[src/rtl/sts_pkg.sv]
// Shared types and constants for the sorted table range search block.
package sts_pkg;

  localparam int unsigned TABLE_DEPTH_DEF = 1024;
  localparam int unsigned QUEUE_DEPTH     = 2;
  localparam int unsigned IDX_W           = 10;
  localparam int unsigned VAL_W           = 32;
  localparam int unsigned CNT_W           = 11;

  localparam logic OP_WRITE = 1'b0;
  localparam logic OP_QUERY = 1'b1;

  typedef struct packed {
    logic                    operation;
    logic [IDX_W-1:0]        entry_index;
    logic signed [VAL_W-1:0] entry_value;
    logic signed [VAL_W-1:0] query_value;
  } cmd_t;

  typedef struct packed {
    logic             found;
    logic [IDX_W-1:0] first_index;
    logic [IDX_W-1:0] last_index;
  } res_t;

  // Classified item handed from the front end to the search engine.
  typedef struct packed {
    logic                    is_query;
    logic [IDX_W-1:0]        index;
    logic signed [VAL_W-1:0] value;
  } queue_item_t;

  typedef struct packed {
    logic        valid;
    queue_item_t item;
  } queue_head_t;

endpackage

[src/rtl/sts_front.sv]
// Front end: accepts items, classifies them and buffers them in a short queue.
module sts_front #(
  parameter int unsigned TABLE_DEPTH = sts_pkg::TABLE_DEPTH_DEF
) (
  input  logic                clk_i,
  input  logic                rst_ni,
  input  logic                start,
  output logic                busy,
  input  sts_pkg::cmd_t       cmd_i,
  output sts_pkg::queue_head_t head_o,
  input  logic                pop_i
);

  localparam int unsigned QD  = sts_pkg::QUEUE_DEPTH;
  localparam int unsigned PW  = (QD > 1) ? $clog2(QD) : 1;
  localparam int unsigned FW  = $clog2(QD + 1);

  sts_pkg::queue_item_t queue_q [QD];
  logic [PW-1:0] wr_ptr_q, rd_ptr_q;
  logic [FW-1:0] fill_q;
  logic          full, keep, push, pop;
  sts_pkg::queue_item_t item;

  assign full = (32'(fill_q) == QD);
  assign busy = full;

  // Writes beyond the table are dropped here.
  assign keep = (cmd_i.operation == sts_pkg::OP_QUERY) ||
                (32'(cmd_i.entry_index) < TABLE_DEPTH);
  assign push = start && !full && keep;
  assign pop  = pop_i && (fill_q != '0);

  always_comb begin
    item.is_query = (cmd_i.operation == sts_pkg::OP_QUERY);
    item.index    = cmd_i.entry_index;
    item.value    = item.is_query ? cmd_i.query_value : cmd_i.entry_value;
  end

  always_ff @(posedge clk_i) begin
    if (push) begin
      queue_q[wr_ptr_q] <= item;
    end
  end

  always_ff @(posedge clk_i or negedge rst_ni) begin
    if (!rst_ni) begin
      wr_ptr_q <= '0;
      rd_ptr_q <= '0;
      fill_q   <= '0;
    end else begin
      if (push) begin
        wr_ptr_q <= (32'(wr_ptr_q) == QD - 1) ? '0 : wr_ptr_q + PW'(1);
      end
      if (pop) begin
        rd_ptr_q <= (32'(rd_ptr_q) == QD - 1) ? '0 : rd_ptr_q + PW'(1);
      end
      if (push && !pop) begin
        fill_q <= fill_q + FW'(1);
      end else if (pop && !push) begin
        fill_q <= fill_q - FW'(1);
      end
    end
  end

  assign head_o.valid = (fill_q != '0);
  assign head_o.item  = queue_q[rd_ptr_q];

endmodule

[config.mk]
export PLATFORM = sky130hd
export DESIGN_NAME = sts_front
export DESIGN_NICKNAME = d
export VERILOG_FILES = /design/src/rtl/sts_pkg.sv /design/src/rtl/sts_front.sv
export SDC_FILE = /design/constraint.sdc
export NUM_CORES = 1
export LEC_CHECK = 0
export ABC_AREA = 1
export BUFFER_PORTS_ARGS = -buffer_cell sky130_fd_sc_hd__buf_2
export CAP_MARGIN = 30
export CORE_MARGIN = 1
export CORE_UTILIZATION = 55
export DETAILED_ROUTE_END_ITERATION = 16
export PLACE_DENSITY = 0.83
export SLEW_MARGIN = 20
export SYNTH_ARGS = -nofsm -noshare
export SYNTH_HDL_FRONTEND = slang
export SYNTH_SLANG_ARGS = --single-unit
[constraint.sdc]
create_clock -name clk_i -period 8.7 [get_ports clk_i]
set_input_delay 2.175 -clock clk_i [delete_from_list [all_inputs] [get_ports clk_i]]
set_output_delay 2.175 -clock clk_i [all_outputs]
set_load 0.05 [all_outputs]
# Word level (Yosys, flattened, before mapping)

Memories as Yosys holds them, arrays and structs flattened.
Index checks and enable logic that the tools add are counted.

Register bits: 4
Bits in writable memories: 86
Output and inout port bits: 45
Logic and storage cells: 25
Memories: 1

Memory list:

| name    | words | bits a word | read ports | clocked after Yosys merged registers in | wr ports | line            | text |
|---|---|---|---|---|---|---|---|
| queue_q | 2     | 43          | 1          | 0                                       | 1        | sts_front.sv:18 | `sts_pkg::queue_item_t queue_q [QD];` |

$add $sub $neg: 4
Eq/ne operators: 1
Muxes and demuxes: 7
Reduce and logical (&&, ||, !) cells: 9

Operators by type and width:

| cell                                              | number |
|---|---|
| 2-to-1 mux 32 bit                                 | 1 |
| logical AND 1 bit                                 | 4 |
| 2-to-1 mux 1 bit                                  | 4 |
| 2-to-1 mux 2 bit                                  | 2 |
| nonzero test 2 bit                                | 2 |
| zero test 1 bit                                   | 3 |
| adder 1 bit (second input constant)               | 2 |
| adder 2 x 1 -> 2 bit (second input constant)      | 1 |
| == test 2 bit (second input constant)             | 1 |
| subtractor 2 x 1 -> 2 bit (second input constant) | 1 |

# Logic depth before layout (Yosys ltp)

Gate-level depths: netlist (run 1).

Depth after elaboration: 7
Mapped depth: 9

# Least setup slack after synthesis (run 1)

No wires, ideal clock.

Kind: in2reg
From: input start
To: memory queue_q[1][0] (netlist name), enable pin
Arrival: 4.088 ns
Data required time: 8.257 ns
Setup slack: 4.168 ns
Cell stages on the path: 2
Path through: o21ai_0 nor2_1

Cells in the longest elaborated chain, start to end: 3

Ends and longest elaborated chain:

| what                                   | line            | text |
|---|---|---|
| from (decl)                            | sts_front.sv:7  | `input logic start,` |
| logical AND 1 bit                      | sts_front.sv:30 | `assign push = start && !full && keep;` |
| 2-to-1 mux 1 bit                       | sts_front.sv:40 | `if (push) begin` |
| 2-to-1 mux 1 bit (not written as such) | sts_front.sv:41 | `queue_q[wr_ptr_q] <= item;` |
| to (decl)                              | sts_front.sv:18 |  |

Every way passes these cells.

==> results of run 1 <==
logic make-up after synthesis:
logic type | synth area share
simple gates | 0.1425
flops | 0.6912
mux | 0.1219
buf+inv | 0.03772
compound gates | 0.001288
xor+xnor | 0.002257
fa+ha+maj | 0.003223
routing by layer:
| layer | track usage | vias to the layer above |
|---|---|---|
| li1 | - | 1233 |
| met1 | 0.2301 | 1171 |
| met2 | 0.3564 | 87 |
| met3 | 0.02984 | 6 |
| met4 | 0.1015 | 0 |
| met5 | 0 | - |
placed cells by master, fill, tap and decap left out:
cell and count:
nand2_1 140, inv_2 2, xnor2_1 1, mux2_4 30, buf_16 1, inv_1 6, mux2_2 2, buf_4 1
clkinv_1 1, ha_1 1, bufinv_16 2, buf_2 123, clkbuf_1 2, o21ai_0 1, buf_12 1, edfxtp_1 86
clkinvlp_4 2, nand4_1 1, nor2_1 2, dfrtp_1 3, dfrtp_2 1, clkbuf_8 9, nor2_4 1, nand3_1 2
critical path, delay by kind of cell (launching register included):
family | cells | cell delay [ps]
and+or+nand+nor | 2 | 250
buffers and inverters | 2 | 760
DFF | 1 | 900
cells in the mapped netlist:
library cell / number
inv_1: 7
buf_6: 1
buf_12: 3
nand2_1: 140
mux2_2: 2
edfxtp_1: 86
nor2_1: 3
nand3_1: 2
buf_2: 9
ha_1: 1
inv_2: 1
xnor2_1: 1
o21ai_0: 1
mux2_4: 30
nand4_1: 1
dfrtp_1: 4
flip-flops by register name (all words and copies together) (netlist names):
| register | count |
|---|---|
| wr_ptr_q | 1 |
| fill_q | 2 |
| queue_q | 86 |
| rd_ptr_q | 1 |
metrics by stage:
step	total power [mW]	hold slack, ps
global placement	1.427	457.0
detailed placement	1.445	465.7
floorplan	1.262	441.7
CTS	1.743	487.0
global route	1.821	511.9
finish	1.734	486.7
power groups by stage:
stage | combinational [mW] | sequential (mW) | clock (mW)
2_1_floorplan | 0.635 | 0.628 | 0
3_3_place_gp | 0.768 | 0.659 | 0
3_5_place_dp | 0.782 | 0.663 | 0
4_1_cts | 0.784 | 0.654 | 0.305
5_1_grt | 0.836 | 0.663 | 0.322
6_report | 0.786 | 0.652 | 0.296
how the worst max path moves through the flow:
stage / to / cells after the start
after floorplan: queue_q[1][0] / 2
after global placement: head_o[1] / 4
after detailed placement: head_o[30] / 4
after CTS: head_o[30] / 4
after global routing: head_o[30] / 4
final: head_o[18] / 4
layout make-up:
| type | instances | area, sq um |
|---|---|---|
| repair buffers | 126 | 670.6 |
| clock buffers | 11 | 131.4 |
| flip-flops and latches | 90 | 2684 |
| inverters | 8 | 30.03 |
| clock inverters | 5 | 78.83 |
| fillers | 504 | 2019 |
| well taps | 96 | 120.1 |
| multi-input cells | 181 | 1060 |
==> metrics.csv, run 1 <==
metric;value;unit
fin_nets;496;
synth_warnings;0;
hold_viol;0;
pre_cts_ws;4583;ps
p_sw_frac;0.4637;
hold_depth;2;
min_path_type;reg -> reg;
diodes;0;
cts_tree;built;
io_buffers;123;
dieHeight;86.01;microns
highest_layer;met4;
slew_headroom;0.4634;
layoutNonFillerInstCount;517;
crit_slowest_cell;dfrtp_2;
dpl-instance-area;4517;sq um
critPathKind;reg -> out;
syn_inst;292;
cp_cell_sequence;inv_2 -> nand2_1 -> nand2_1 -> buf_2;
min-delay-start;wr_ptr_q;
clock_latency;340;ps
final_layout_size_suffix_gt1_frac;0.4157;
tightest_slew;804.9;ps
drt_first_pass_iters;4;
synth_fp_nets;372;
grt_usage;0.1983;
startpoint_type;flop;
grt_pass1_vias;2410;
end_kind;output pin;
core-area;6794;sq um
synth_top_area_share;0.6654;
irDropWorstVdd;0.0001706;V
cts.clk_slew.worst_paths;80;ps
final_area;4775;sq um
grt_pass1_wl;10.87;mm
syn_area_per_cell;13.29;sq um
finalSetupViolations;0;
cts_hold_buf;0;
routabilityCongestion;0.6514;
fmax;225.4;MHz
die_w;86.01;microns
drv_slew;0;
seq_power_share;0.376;
critPathArrivalTime;2260;ps
root_buffer;clkbuf_8;
fin_crit_sh;0.5100;
worst_r2r_endpoint;rd_ptr_q;
clockBufferDepth;2;
met1Wirelength;2.851;mm
drc;0;
max_stage_delay;900;ps
cts_buffers;9;
period_needed;4437;ps
syn_area;3881;sq um
p_comb_frac;0.453;
ys_seq_area_frac;0.6912;
drt-total-wl;7.063;mm
internal_power;0.9297;mW
area_growth;23.02;%
p_leak;2.188;nW
synth_cell_types;16;
netlist.top_cell.by_area;edfxtp_1;
wl_met3;277;microns
setup_tns;0;ps
placed_cells;499;
row_count;30;
rsz0062_at_grt;no;
final_util;0.7028;
synth.area.top_cells;edfxtp_1 67%, nand2_1 14%, mux2_4 12%;
p_clk_frac;0.171;
wl_met2;3.878;mm
cp_common_cell;nand2_1;
reg2reg_depth;3;
status;complete, no violations;
critPathRequiredTime;6530;ps
ys_seq_elements;90;
cap_violations;0;
cts_setup_buffers;0;
viasPerCell;4.830;
ant_nets;0;
num_vias;2497;
min_to;wr_ptr_q;
grt_max_degree;46;
grt_overflow;0;
ios;124;
post_cts_resized;0;
reg2reg_slack;6840;ps
skew;10.99;ps
start_util;0.5713;
die_area;7397;sq um
htreeDepth;3;
r2r_start;rd_ptr_q;
antenna_found_initial;0;
cts.sinks;90;
cp_max_fo;45;
crit_start;rd_ptr_q;
post-route-worst-setup-slack;4263;ps
power.switching;0.8038;mW
drtIter0Drc;87;
dpl.hpwl;4.537;mm
wl_per_cell;13.66;microns
powerDensity;363.1;nW/um^2
No activity file was read; power rests on OpenSTA's default activity.
==> run 2: changes to the inputs <==
--- a/config.mk
+++ b/config.mk
@@ -9,9 +9,9 @@
 export BUFFER_PORTS_ARGS = -buffer_cell sky130_fd_sc_hd__buf_2
 export CAP_MARGIN = 30
 export CORE_MARGIN = 1
-export CORE_UTILIZATION = 55
+export CORE_UTILIZATION = 46
 export DETAILED_ROUTE_END_ITERATION = 16
-export PLACE_DENSITY = 0.83
+export PLACE_DENSITY = 0.74
 export SLEW_MARGIN = 20
 export SYNTH_ARGS = -nofsm -noshare
 export SYNTH_HDL_FRONTEND = slang
==> constraint.sdc (replaced) <==
create_clock -name clk_i -period 3.6 [get_ports clk_i]
set_input_delay 0.9 -clock clk_i [delete_from_list [all_inputs] [get_ports clk_i]]
set_output_delay 0.9 -clock clk_i [all_outputs]
set_load 0.05 [all_outputs]
==> run 2 against run 1 <==
Compared with the run above: power rose by 140%; setup slack worse by 3400 ps; clock skew fell by 2.8 ps; cell count up 1.9%; worst hold slack got worse by 140 ps; sequential cell count did not move; via count fell by 0.56%; register-to-register slack lost 5000 ps; critical endpoint is now head_o[20]; highest routed layer unchanged.
==> metrics.csv, run 2 (synthesis results as in run 1) <==
metric;value;unit;change
critPathKind;reg -> out;;unchanged
critPathArrivalTime;1820;ps;was 2260 ps
finalSetupViolations;0;;unchanged
hold_viol;0;;unchanged
powerDensity;867.3;nW/um^2;was 363.1 nW/um^2
skew;8.226;ps;was 10.99 ps
min_path_type;in -> async;;was reg -> reg
worst_r2r_endpoint;queue_q[0][5];;was rd_ptr_q
dpl.hpwl;4.653;mm;was 4.537 mm
startpoint_type;flop;;unchanged
dieHeight;93.86;microns;was 86.01 microns
clockBufferDepth;2;;unchanged
cts.clk_slew.worst_paths;70;ps;was 80 ps
clock_latency;350;ps;was 340 ps
setup_tns;0;ps;unchanged
fin_crit_sh;0.7568;;
cts.sinks;90;;unchanged
rsz0062_at_grt;no;;unchanged
drt-total-wl;7.195;mm;was 7.063 mm
antenna_found_initial;0;;unchanged
drtIter0Drc;76;;was 87
grt_max_degree;45;;was 46
cts_buffers;9;;unchanged
reg2reg_slack;1810;ps;was 6840 ps
final_layout_size_suffix_gt1_frac;0.4123;;was 0.4157
cts_hold_buf;0;;unchanged
root_buffer;clkbuf_8;;unchanged
status;complete, no violations;;unchanged
p_leak;2.186;nW;was 2.188 nW
grt_pass1_vias;2308;;was 2,410
tightest_slew;766.9;ps;was 804.9 ps
period_needed;2725;ps;
drc;0;;unchanged
finalPower;4.129;mW;was 1.734 mW
ios;124;;unchanged
fmax;367.0;MHz;
layout_commonest_cell;nand2_1;;unchanged
fin_nets;497;;was 496
cap_violations;0;;unchanged
final_util;0.5823;;was 0.7028
critPathRequiredTime;2700;ps;was 6530 ps
start_util;0.4747;;was 0.5713
viasPerCell;4.712;;was 4.830
io_buffers;123;;unchanged
regMostFlops;queue_q;;unchanged
drt_first_pass_iters;4;;unchanged
largest_reg_flops;86;;unchanged
final_cell_mix;140 x nand2_1, 123 x buf_2, 86 x edfxtp_1, 30 x mux2_4, 9 x clkbuf_8;;unchanged
reg2reg_depth;6;;was 3
cts_setup_buffers;0;;unchanged
ant_nets;0;;unchanged
layoutNonFillerInstCount;527;;was 517
die_area;8809;sq um;was 7397 sq um
row_count;33;;was 30
largestRegisters;queue_q (86), fill_q (2);;unchanged
cp_max_fo;44;;was 45
wl_per_cell;13.65;microns;was 13.66 microns
routabilityCongestion;0.7366;;was 0.6514
num_vias;2483;;was 2,497
grt_pass1_wl;10.79;mm;was 10.87 mm
r2r_start;fill_q[1];;was rd_ptr_q
irDropWorstVdd;0.0003606;V;was 0.0001706 V
post_cts_resized;0;;unchanged
drv_slew;0;;unchanged
diodes;0;;unchanged
grt_usage;0.1669;;was 0.1983
area_growth;22.66;%;was 23.02%
die_w;93.86;microns;was 86.01 microns
fillers;687;;was 504
grt_overflow;0;;unchanged
cts_tree;built;;unchanged
end_kind;output pin;;unchanged
placed_cells;510;;was 499
slew_headroom;0.4880;;was 0.4634
core-area;8175;sq um;was 6794 sq um
htreeDepth;3;;unchanged
timing.hold.ws;347.0;ps;was 486.7 ps
[run 2: cell types whose count changed in the layout (fill, tap and decap cells not counted), sizes merged]
cell	before	now
buf	126	127
clkinv	1	3
clkbuf	11	12
clkinvlp	2	0
bufinv	2	1
[run 2: final cells by class]
class	instances	area (sq um)	area share
Multi-Input combinational cell	181	1060	0.2226
Clock buffer	12	135.1	0.02838
Sequential cell	90	2684	0.5637
Inverter	8	30.03	0.006307
Timing Repair Buffer	127	678.2	0.1424
Clock inverter	4	42.54	0.008936
Tap cell	105	131.4	0.02760
[run 2: worst max-delay path: stages, from the launching register on]
cell     delay [ps]
dfrtp_2         410
inv_2           560
nand2_1         120
nand2_1         120
buf_2           270
[run 2: report_power, final]
group,internal [mW],leakage (nW),switching (mW)
clock network,0.316,0.0894,0.314
registers,1.44,0.847,0.0634
logic,0.429,1.25,1.57
[run 2: routing by layer]
layer | GRT usage | part of all wire
met1 | 0.2037 | 0.43
met2 | 0.2810 | 0.52
met4 | 0.09872 | 0.016
met5 | 0 | 0
met3 | 0.02427 | 0.037
[run 2: worst max path at each step]
stage / startpoint / to
global placement: start / queue_q[0][0]
global route: rd_ptr_q / head_o[20]
detailed placement: start / queue_q[0][8]
CTS: rd_ptr_q / head_o[7]
finish: rd_ptr_q / head_o[20]
floorplan: start / queue_q[1][0]
[run 2: per-stage QoR]
step / worst slack, ps / area, sq um
finish: 875.4 / 4761
global route: 698.2 / 4761
CTS: 822.9 / 4733
detailed placement: 1161 / 4556
global placement: 1231 / 4556
floorplan: 343.5 / 3881
